## config.mk

```make
export PLATFORM = sky130hd
export DESIGN_NAME = led_strip_frame_buffer_streamer
export DESIGN_NICKNAME = d
export VERILOG_FILES = /design/src/sv/lsfb_pkg.sv /design/src/sv/led_strip_frame_buffer_streamer.sv /design/src/sv/lsfb_ram.sv /design/src/sv/lsfb_datapath.sv /design/src/sv/lsfb_ctrl.sv
export SDC_FILE = /design/constraint.sdc
export NUM_CORES = 2
export LEC_CHECK = 0
export ABC_AREA = 1
export BUFFER_PORTS_ARGS = -buffer_cell sky130_fd_sc_hd__buf_2
export CAP_MARGIN = 15
export CORE_UTILIZATION = 46
export DETAILED_ROUTE_END_ITERATION = 7
export PLACE_DENSITY_LB_ADDON = 0.12
export SETUP_SLACK_MARGIN = 0.3
export SLEW_MARGIN = 20
export SYNTH_ARGS = -nofsm -noshare
export SYNTH_HDL_FRONTEND = slang
export SYNTH_HIERARCHICAL = 1
export SYNTH_SLANG_ARGS = --single-unit
```

## constraint.sdc

```tcl
create_clock -name clk -period 3.4 [get_ports clk]
set_input_delay 0.51 -clock clk [delete_from_list [all_inputs] [get_ports clk]]
set_output_delay 0.51 -clock clk [all_outputs]
set_load 0.05 [all_outputs]
```

## src/sv/lsfb_pkg.sv

```systemverilog
// Shared types and constants for the LED strip frame buffer streamer.
// Holds command codes, frame layout constants and the controller-to-datapath command struct.
// No dependencies.
package lsfb_pkg;

    localparam int OP_W    = 3;
    localparam int ENTRY_W = 29;
    localparam int FRAME_W = 32;
    localparam int INDEX_W = 5;
    localparam int COLOR_W = 8;
    localparam int BRIGHT_W = 5;

    localparam logic [OP_W-1:0] OP_CLEAR   = 3'd0;
    localparam logic [OP_W-1:0] OP_SET     = 3'd1;
    localparam logic [OP_W-1:0] OP_COMMIT  = 3'd2;
    localparam logic [OP_W-1:0] OP_SAVE    = 3'd3;
    localparam logic [OP_W-1:0] OP_RESTORE = 3'd4;

    // Every LED frame starts with three ones ahead of the brightness field.
    localparam logic [FRAME_W-ENTRY_W-1:0] FRAME_TAG = 3'b111;

    typedef logic [ENTRY_W-1:0] entry_t;
    typedef logic [FRAME_W-1:0] frame_t;

    typedef struct packed {
        logic clear;          // zero the working buffer
        logic set_entry;      // write the command's color into one working entry
        logic rd_work;        // read the working buffer at the sweep address
        logic rd_saved;       // read the saved buffer at the sweep address
        logic copy_to_saved;  // the working read goes on into the saved buffer
        logic copy_to_work;   // the saved read goes on into the working buffer
        logic emit;           // load a frame into the output register
        logic emit_led;       // the frame carries the entry read in the previous cycle
        logic emit_last;      // the frame ends the commit sequence
    } lsfb_cmd_t;

endpackage

```

## src/sv/led_strip_frame_buffer_streamer.sv

```systemverilog
// LED strip frame buffer streamer: a command is taken when start is high and
// busy is low. Clear and set color leave busy low, so the next command may follow
// at once. Commit puts out LED_COUNT + 2 + ceil(LED_COUNT/64) frames, one
// 32-bit frame per cycle on frame_word, marked by frame_strobe. The first frame
// reaches the port through the state register and the output register, and the
// final frame, marked by last_frame, is on the port in the first cycle in which
// busy is low. The receiver cannot stall, so it must take a beat on every strobe.
// Save and restore sweep the buffers one entry per cycle through the memory read
// port. Both buffers read as zero after reset.
// Depends on lsfb_pkg, lsfb_ctrl, lsfb_datapath and lsfb_ram.
module led_strip_frame_buffer_streamer #(
    parameter int LED_COUNT = 32
) (
    input  logic                           clk,
    input  logic                           rst_n,
    input  logic                           start,
    output logic                           busy,
    input  logic [lsfb_pkg::OP_W-1:0]      operation,
    input  logic [lsfb_pkg::INDEX_W-1:0]   led_index,
    input  logic [lsfb_pkg::COLOR_W-1:0]   red,
    input  logic [lsfb_pkg::COLOR_W-1:0]   green,
    input  logic [lsfb_pkg::COLOR_W-1:0]   blue,
    input  logic [lsfb_pkg::BRIGHT_W-1:0]  brightness,
    output logic [lsfb_pkg::FRAME_W-1:0]   frame_word,
    output logic                           last_frame,
    output logic                           frame_strobe
);

    import lsfb_pkg::*;

    localparam int AW = (LED_COUNT > 1) ? $clog2(LED_COUNT) : 1;

    lsfb_cmd_t     cmd;
    logic [AW-1:0] addr;

    lsfb_ctrl #(
        .LED_COUNT (LED_COUNT)
    ) u_ctrl (
        .clk       (clk),
        .rst_n     (rst_n),
        .start     (start),
        .operation (operation),
        .busy      (busy),
        .cmd       (cmd),
        .addr      (addr)
    );

    lsfb_datapath #(
        .LED_COUNT (LED_COUNT)
    ) u_datapath (
        .clk          (clk),
        .rst_n        (rst_n),
        .cmd          (cmd),
        .addr         (addr),
        .led_index    (led_index),
        .red          (red),
        .green        (green),
        .blue         (blue),
        .brightness   (brightness),
        .frame_word   (frame_word),
        .last_frame   (last_frame),
        .frame_strobe (frame_strobe)
    );

endmodule

```

## src/sv/lsfb_ram.sv

```systemverilog
// Generic single-write, single-read memory with a registered read port.
// Used for both color buffers; no dependencies.
module lsfb_ram #(
    parameter int WIDTH = 29,
    parameter int DEPTH = 32
) (
    input  logic                                       clk,
    input  logic                                       we,
    input  logic [((DEPTH > 1) ? $clog2(DEPTH) : 1)-1:0] waddr,
    input  logic [WIDTH-1:0]                           wdata,
    input  logic                                       re,
    input  logic [((DEPTH > 1) ? $clog2(DEPTH) : 1)-1:0] raddr,
    output logic [WIDTH-1:0]                           rdata
);

    logic [WIDTH-1:0] mem [DEPTH];
    logic [WIDTH-1:0] rdata_reg;

    always_ff @(posedge clk)
    begin
        if (we)
        begin
            mem[waddr] <= wdata;
        end
        if (re)
        begin
            rdata_reg <= mem[raddr];
        end
    end

    assign rdata = rdata_reg;

endmodule

```

## src/sv/lsfb_datapath.sv

```systemverilog
// Datapath of the LED strip frame buffer streamer: both color buffers, their
// valid bits, the copy pipeline stage and the frame output register.
// Depends on lsfb_pkg and lsfb_ram.
module lsfb_datapath #(
    parameter int LED_COUNT = 32
) (
    input  logic                                              clk,
    input  logic                                              rst_n,
    input  lsfb_pkg::lsfb_cmd_t                               cmd,
    input  logic [((LED_COUNT > 1) ? $clog2(LED_COUNT) : 1)-1:0] addr,
    input  logic [lsfb_pkg::INDEX_W-1:0]                      led_index,
    input  logic [lsfb_pkg::COLOR_W-1:0]                      red,
    input  logic [lsfb_pkg::COLOR_W-1:0]                      green,
    input  logic [lsfb_pkg::COLOR_W-1:0]                      blue,
    input  logic [lsfb_pkg::BRIGHT_W-1:0]                     brightness,
    output logic [lsfb_pkg::FRAME_W-1:0]                      frame_word,
    output logic                                              last_frame,
    output logic                                              frame_strobe
);

    import lsfb_pkg::*;

    localparam int AW    = (LED_COUNT > 1) ? $clog2(LED_COUNT) : 1;
    localparam int IDX_X = 7;

    logic [LED_COUNT-1:0] work_valid_reg;
    logic [LED_COUNT-1:0] saved_valid_reg;

    logic          pend_work_reg;
    logic          pend_saved_reg;
    logic [AW-1:0] pend_addr_reg;
    logic          work_vq_reg;
    logic          saved_vq_reg;

    logic [IDX_X-1:0] idx_ext;
    logic             set_ok;
    logic [AW-1:0]    set_addr;
    entry_t           set_data;

    entry_t work_rdata;
    entry_t saved_rdata;
    entry_t work_entry;
    entry_t saved_entry;

    logic          work_we;
    logic [AW-1:0] work_waddr;
    entry_t        work_wdata;

    frame_t frame_reg;
    logic   last_reg;
    logic   strobe_reg;

    assign idx_ext  = {{(IDX_X - INDEX_W){1'b0}}, led_index};
    assign set_ok   = cmd.set_entry && (idx_ext < IDX_X'(LED_COUNT));
    assign set_addr = idx_ext[AW-1:0];
    assign set_data = {brightness, blue, green, red};

    // An entry that has not been written since reset or clear reads as zero.
    assign work_entry  = work_vq_reg ? work_rdata : '0;
    assign saved_entry = saved_vq_reg ? saved_rdata : '0;

    assign work_we    = set_ok || pend_work_reg;
    assign work_waddr = pend_work_reg ? pend_addr_reg : set_addr;
    assign work_wdata = pend_work_reg ? saved_entry : set_data;

    lsfb_ram #(
        .WIDTH (ENTRY_W),
        .DEPTH (LED_COUNT)
    ) u_work_ram (
        .clk   (clk),
        .we    (work_we),
        .waddr (work_waddr),
        .wdata (work_wdata),
        .re    (cmd.rd_work),
        .raddr (addr),
        .rdata (work_rdata)
    );

    lsfb_ram #(
        .WIDTH (ENTRY_W),
        .DEPTH (LED_COUNT)
    ) u_saved_ram (
        .clk   (clk),
        .we    (pend_saved_reg),
        .waddr (pend_addr_reg),
        .wdata (work_entry),
        .re    (cmd.rd_saved),
        .raddr (addr),
        .rdata (saved_rdata)
    );

    always_ff @(posedge clk or negedge rst_n)
    begin
        if (!rst_n)
        begin
            work_valid_reg  <= '0;
            saved_valid_reg <= '0;
            pend_work_reg   <= 1'b0;
            pend_saved_reg  <= 1'b0;
            strobe_reg      <= 1'b0;
        end
        else
        begin
            if (cmd.clear)
            begin
                work_valid_reg <= '0;
            end
            else
            begin
                if (set_ok)
                begin
                    work_valid_reg[set_addr] <= 1'b1;
                end
                if (pend_work_reg)
                begin
                    work_valid_reg[pend_addr_reg] <= 1'b1;
                end
            end
            if (pend_saved_reg)
            begin
                saved_valid_reg[pend_addr_reg] <= 1'b1;
            end
            pend_work_reg  <= cmd.copy_to_work;
            pend_saved_reg <= cmd.copy_to_saved;
            strobe_reg     <= cmd.emit;
        end
    end

    // Payload registers: the read address and valid bits travel with the read.
    always_ff @(posedge clk)
    begin
        pend_addr_reg <= addr;
        if (cmd.rd_work)
        begin
            work_vq_reg <= work_valid_reg[addr];
        end
        if (cmd.rd_saved)
        begin
            saved_vq_reg <= saved_valid_reg[addr];
        end
        if (cmd.emit)
        begin
            frame_reg <= cmd.emit_led ? {FRAME_TAG, work_entry} : '0;
            last_reg  <= cmd.emit_last;
        end
    end

    assign frame_word   = frame_reg;
    assign last_frame   = last_reg;
    assign frame_strobe = strobe_reg;

    a_no_write_clash: assert property (@(posedge clk) disable iff (!rst_n)
        !(cmd.set_entry && pend_work_reg))
        else $error("set write collides with a restore write");

    a_copy_follows_read: assert property (@(posedge clk) disable iff (!rst_n)
        cmd.copy_to_saved |=> pend_saved_reg && $past(cmd.rd_work))
        else $error("save copy without a working read");

    a_led_frame_tagged: assert property (@(posedge clk) disable iff (!rst_n)
        (frame_strobe && frame_word != '0) |-> (frame_word[FRAME_W-1 -: 3] == FRAME_TAG))
        else $error("nonzero frame without the LED tag");

endmodule

```

## src/sv/lsfb_ctrl.sv

```systemverilog
// Controller of the LED strip frame buffer streamer: decodes commands and
// sequences the commit, save and restore sweeps over the buffers.
// Depends on lsfb_pkg.
module lsfb_ctrl #(
    parameter int LED_COUNT = 32
) (
    input  logic                                              clk,
    input  logic                                              rst_n,
    input  logic                                              start,
    input  logic [lsfb_pkg::OP_W-1:0]                         operation,
    output logic                                              busy,
    output lsfb_pkg::lsfb_cmd_t                               cmd,
    output logic [((LED_COUNT > 1) ? $clog2(LED_COUNT) : 1)-1:0] addr
);

    import lsfb_pkg::*;

    localparam int AW     = (LED_COUNT > 1) ? $clog2(LED_COUNT) : 1;
    localparam int TAIL   = (LED_COUNT + 63) / 64;
    localparam int FRAMES = LED_COUNT + 2 + TAIL;
    localparam int CW     = $clog2(FRAMES);

    localparam logic [1:0] S_IDLE    = 2'd0;
    localparam logic [1:0] S_COMMIT  = 2'd1;
    localparam logic [1:0] S_SAVE    = 2'd2;
    localparam logic [1:0] S_RESTORE = 2'd3;

    logic [1:0]    state_reg;
    logic [1:0]    state_next;
    logic [CW-1:0] cnt_reg;
    logic [CW-1:0] cnt_next;
    logic          in_buf;
    logic          accept;

    assign in_buf = cnt_reg < CW'(LED_COUNT);
    assign accept = start && (state_reg == S_IDLE);
    assign busy   = state_reg != S_IDLE;
    assign addr   = in_buf ? cnt_reg[AW-1:0] : '0;

    always_comb
    begin
        state_next = state_reg;
        cnt_next   = cnt_reg;
        cmd        = '0;
        unique case (state_reg)
            S_IDLE:
            begin
                cnt_next = '0;
                if (accept)
                begin
                    unique case (operation)
                        OP_CLEAR:   cmd.clear = 1'b1;
                        OP_SET:     cmd.set_entry = 1'b1;
                        OP_COMMIT:  state_next = S_COMMIT;
                        OP_SAVE:    state_next = S_SAVE;
                        OP_RESTORE: state_next = S_RESTORE;
                        default:    state_next = S_IDLE;
                    endcase
                end
            end
            S_COMMIT:
            begin
                // Count k emits frame k; LED frames use the read issued at k-1.
                cmd.rd_work   = in_buf;
                cmd.emit      = 1'b1;
                cmd.emit_led  = (cnt_reg != '0) && (cnt_reg <= CW'(LED_COUNT));
                cmd.emit_last = cnt_reg == CW'(FRAMES - 1);
                if (cmd.emit_last)
                begin
                    state_next = S_IDLE;
                    cnt_next   = '0;
                end
                else
                begin
                    cnt_next = cnt_reg + 1'b1;
                end
            end
            S_SAVE:
            begin
                cmd.rd_work       = in_buf;
                cmd.copy_to_saved = in_buf;
                if (in_buf)
                begin
                    cnt_next = cnt_reg + 1'b1;
                end
                else
                begin
                    state_next = S_IDLE;
                    cnt_next   = '0;
                end
            end
            S_RESTORE:
            begin
                cmd.rd_saved     = in_buf;
                cmd.copy_to_work = in_buf;
                if (in_buf)
                begin
                    cnt_next = cnt_reg + 1'b1;
                end
                else
                begin
                    state_next = S_IDLE;
                    cnt_next   = '0;
                end
            end
            default:
            begin
                state_next = S_IDLE;
                cnt_next   = '0;
            end
        endcase
    end

    always_ff @(posedge clk or negedge rst_n)
    begin
        if (!rst_n)
        begin
            state_reg <= S_IDLE;
            cnt_reg   <= '0;
        end
        else
        begin
            state_reg <= state_next;
            cnt_reg   <= cnt_next;
        end
    end

    a_last_ends_commit: assert property (@(posedge clk) disable iff (!rst_n)
        cmd.emit_last |=> (state_reg == S_IDLE) && (cnt_reg == '0))
        else $error("commit did not end after its last frame");

    a_idle_no_emit: assert property (@(posedge clk) disable iff (!rst_n)
        (state_reg == S_IDLE) |-> !cmd.emit && !cmd.copy_to_saved && !cmd.copy_to_work)
        else $error("sweep command issued while idle");

    a_commit_goes_busy: assert property (@(posedge clk) disable iff (!rst_n)
        (accept && operation == OP_COMMIT) |=> busy && cmd.emit && !cmd.emit_led)
        else $error("commit did not open with the start frame");

endmodule

```

* Yosys cells after proc, flatten, opt, wreduce, memory -nomap -nowiden
Memory sizes are Yosys's and may differ from the RTL's. A register that Yosys moved wholly into a read port is not among the register bits.
Cells that the tools add are included.
** Word-level totals
- Bits in registers :: 115
- Bits in writable memories :: 1856
- Bits of input ports :: 40
- Output and inout bits :: 35
- Logic and storage cells :: 91
- Memories kept :: 2
** Memory list
- u_datapath.u_saved_ram.mem :: words 32, width 29, rd ports 1, clocked after Yosys merged registers in 1, wr ports 1, line lsfb_ram.sv:16 : logic [WIDTH-1:0] mem [DEPTH];
- u_datapath.u_work_ram.mem :: words 32, width 29, rd ports 1, clocked after Yosys merged registers in 1, wr ports 1, line lsfb_ram.sv:16
** Cells by class
- Add/subtract/negate cells :: 1
- Magnitude comparators :: 8
- Eq/ne operators :: 12
- Mux-type cells :: 38
- Bitwise gates (word level) :: 3
- Reduce and logical (&&, ||, !) cells :: 14
** Operators with widths (count)
- $mux 32 :: 5
- $or 32x32->32 :: 3
- $mux 29 :: 3
- $lt 5x6->1 const B :: 4
- $pmux 6 s3 :: 1
- $mux 1 :: 13
- $mux 6 :: 2
- $bmux 1 s5 :: 2
- $demux 1 s5 :: 2
- $ge 5x1->1 const B :: 2
- $mux 2 :: 5
- $mux 5 :: 2
- $pmux 2 s4 :: 1
- $add 6x1->6 const B :: 1
- $eq 3x2->1 const B :: 2
- $eq 6x6->1 const B :: 1
- $le 6x6->1 const B :: 1
- $lt 6x6->1 const B :: 1
- $pmux 2 s3 :: 1
- $reduce_bool 6->1 :: 1
- $reduce_or 2->1 :: 3
- $logic_and 1x1->1 :: 5
- $eq 2x2->1 const B :: 2
- $ne 2x1->1 const B :: 2
- 10 further kinds :: 11

* Logic depth before layout (Yosys ltp)
- Depth in word-level cells :: 10
- Depth in mapped cells :: 14

* Modules after synthesis
The synthesis kept the hierarchy.
** By module, submodules not included
- lsfb_ram :: times used 2, cells each 3210, area each 38703.4 um2
- lsfb_datapath :: times used 1, cells each 692, area each 5457.7 um2
- lsfb_ctrl :: times used 1, cells each 87, area each 669.4 um2

* Least setup slack after synthesis
OpenSTA, ideal clock, no wires.
- Path type :: register to register
- Start point :: reg u_ctrl.state_reg[0]
- End point :: mem u_datapath.u_work_ram.mem[31][0], enable pin
- Arrival :: 3094 ps
- Setup slack :: -109 ps
- Cell stages (with the launch flop) :: 9
- Path buffers :: 0
- Period minus slack after synthesis :: 3509 ps
- Path through :: dfrtp_1 > inv_1 > ha_1 > inv_4 > nor4_1 > inv_1 > nand2_1 > nand3_1 > nor2_1
** RTL lines
- start: declaration :: line lsfb_ctrl.sv:28 : logic [1:0] state_reg;
- start signal: assignment :: line lsfb_ctrl.sv:123 : state_reg <= state_next;
- end: declaration :: line lsfb_ram.sv:16

* Worst setup path in the final report
- Start point :: reg u_ctrl.cnt_reg[5]
- End point :: reg u_datapath.u_saved_ram.rdata_reg[2], in the netlist u_datapath/u_saved_ram/rdata[2], read port of u_datapath.u_saved_ram.mem, data pin
** Between the ends
- Cells in the longest elaborated chain, start to end :: 2
- Elaborated cells between the ends (all ways) :: 3
- Those cells by class :: order compare: 1; mux: 2
** RTL lines
- start: declaration :: line lsfb_ctrl.sv:30 : logic [CW-1:0] cnt_reg;
- start signal: assignment :: line lsfb_ctrl.sv:124 : cnt_reg <= cnt_next;
- $lt 6x6->1 :: line lsfb_ctrl.sv:35 : assign in_buf = cnt_reg < CW'(LED_COUNT);
- $mux 5 :: line lsfb_ctrl.sv:38 : assign addr = in_buf ? cnt_reg[AW-1:0] : '0;
- net addr[0] :: line led_strip_frame_buffer_streamer.sv:34 : logic [AW-1:0] addr;
- end: declaration :: line lsfb_ram.sv:17 : logic [WIDTH-1:0] rdata_reg;
The timed path passes the listed nets, and every way through them passes these cells.
A chain may end at the register's enable or synchronous reset.

==> metrics <==
Pleak 35.0 nW; fin crit period 3050 ps; Post-synth EDFFs 1947; Seq/Total Area, Yosys 72.4%; yosys warns 6; initial antenna violation count 3; total wire length 244000 µm; post-synthesis cell area 0.0835 mm²; share of cells above drive strength 1 9.95%; first-pass GRT wire length 354000 µm; P&R area growth vs syn 12.8%; Iter 0 DRT Violations 6128; Final ANT Viol Nets 0; VDD IR-drop max 561 µV; Die X 428 µm; fin util 52.2%; CTS tree yes; Syn Area/Cell 11.6 µm²; status complete, no violations; Critical Path RT 4010 ps; CP startpoint kind register; clock slew at reported path FFs 60 ps; max-slew violations 0; die area 0.183 mm²; Worst Skew 28.3 ps; Wirelength per Cell 24.7 µm; GRT Util Overall 26.2%; Post-Syn Instances 7199; Hold Fails Final Rpt 0; RSZ-0062 raised after global routing no; Synth cell types 36; nets 7367; Worst Max-Slew Pin Slew 1140 ps; CP Class register to register; Detail Placement HPWL 139000 µm; final worst slack 350 ps; fmax 328 MHz; port bufs 74; Starting Density 46.3%; row count 156; Vias/cell 5.58; fill count 15400; Worst Hold Class input port to register; 1st-pass router iterations 6; CTS max path bufs 3; Total Power 0.0692 W; H-tree level count 4; Post-CTS Setup Bufs 0; Sinks on Clock Net 2027; clock latency at the later pin of the worst-skew pair 870 ps; area occupied by multi-input gates 0.0202 mm²; register area 0.0604 mm²; number of global-route vias before repair 51800; core box area 0.181 mm²; GP Congestion 0.823; CTS buffer count 209; setup_tns 0 ps; main flop type after synthesis edfxtp_1; most common cell after layout, fill and taps aside nand2_1; Congestion Overflow GR 0; Remaining DRCs 0; crit path DAT 3660 ps; die height 428 µm; biggest regs u_datapath/u_saved_ram/mem (928), u_datapath/u_work_ram/mem (928); Slew HR 24.1%; CTS Root Cell clkbuf_16; Critical Path End Type register; largest net degree at the start of global routing 148; final setup fails 0; Power Dens Cells 735 mW/mm²; syn_nets 7247; DP Worst Slack 442 ps; commonest cells after routing, fill and taps aside nand2_1, edfxtp_1, nand3_1; Vias 55000; asr flop ratio synth 3.70%; I/O pin cnt 75; Yosys reg bits 2027; period utilization 89.7%; Critical Path Fanout Max 120; max cap viols 0
## layer usage
metal | up-vias | GRT usage [%] | share of wire [%]
met5 | - | 0 | 0
met4 | 0 | 7.54 | 2.6
met3 | 317 | 3.75 | 7.4
met2 | 2148 | 41.6 | 47
met1 | 27300 | 37.7 | 43
li1 | 25200 | - | -
## what timing repair did
action,4_1_cts,5_1_grt
hold buffers,1,0
resized for setup,0,1
endpoints found under the hold margin,75,0
setup endpoints to repair,0,65
## worst max-delay path, cell delays in order, from the launching register on
cell	delay, ps
dfrtp_1	540
nor2_4	360
buf_12	290
inv_16	160
buf_12	360
nand2_1	90
nand3_1	70
nand3_1	180
nand2_1	100
nand2_1	70
nand2_1	100
nand2_1	100
nand2_1	70
## path summary, 6_finish.rpt
path	start	cells past startpoint	to	slack (ps)
setup / recovery	u_ctrl/cnt_reg[5]	12	u_datapath/u_saved_ram/rdata[2]	350
hold / removal	operation[2]	5	u_ctrl/state_reg[1]	80
setup reg to reg	u_ctrl/cnt_reg[5]	12	u_datapath/u_saved_ram/rdata[2]	350
hold reg to reg	u_datapath/saved_valid_reg[1]	1	u_datapath/saved_valid_reg[1]	460
max in group asynchronous	rst_n	2	u_datapath/pend_work_reg	2560
min in group asynchronous	rst_n	2	u_datapath/frame_strobe	290
## through the flow
stage	cells	cell area [µm²]	hold slack [ps]
6_report	9865	94200	84.0
5_1_grt	9864	94200	77.0
4_1_cts	9864	94200	17.6
3_5_place_dp	9477	87500	444
3_3_place_gp	9477	87500	440
2_1_floorplan	7199	83500	214
## synthesized netlist by cell type (all sizes together) (2+ instances only)
cell type,instances,area (µm²)
ha,8,100
nor4,2,12.5
xor2,2,17.5
nand4,4,25.0
nand2,2838,10700
clkbuf,57,214
dfxtp,5,100
nor2,154,593
buf,382,2760
a21o,30,225
inv,102,413
nor3,3,31.3
nand3,1514,7600
edfxtp,1947,58500
o21bai,3,22.5
a21oi,60,300
o21ai,10,50.1
dfrtp,75,1880
## where the power goes
part | switching, W | total (W) | internal [W]
Clock | 0.00976 | 0.0226 | 0.0128
Sequential | 0.000300 | 0.0305 | 0.0302
Combinational | 0.0122 | 0.0162 | 0.00401
Total | 0.0223 | 0.0692 | 0.0470
## cells by family (layout without fill, tap and decap cells)
family,count (synthesis),in the layout,synth area share [%]
xor+xnor,3,3,0.0315
buf+inv,541,836,4.06
simple gates,4516,4516,22.7
compound gates,104,104,0.725
other cells,0,1,0
fa+ha+maj,8,8,0.120
flops,2027,2027,72.4
## cell type report
class / instances / area share, %
Antenna cell: 1 / 0.00266
Clock buffer: 263 / 5.81
Clock inverter: 123 / 1.27
Inverter: 102 / 0.473
Multi-Input combinational cell: 4631 / 21.5
Sequential cell: 2027 / 64.2
Tap cell: 2370 / 3.15
Timing Repair Buffer: 348 / 3.64
Note: power is estimated with default switching activity, not from simulation.
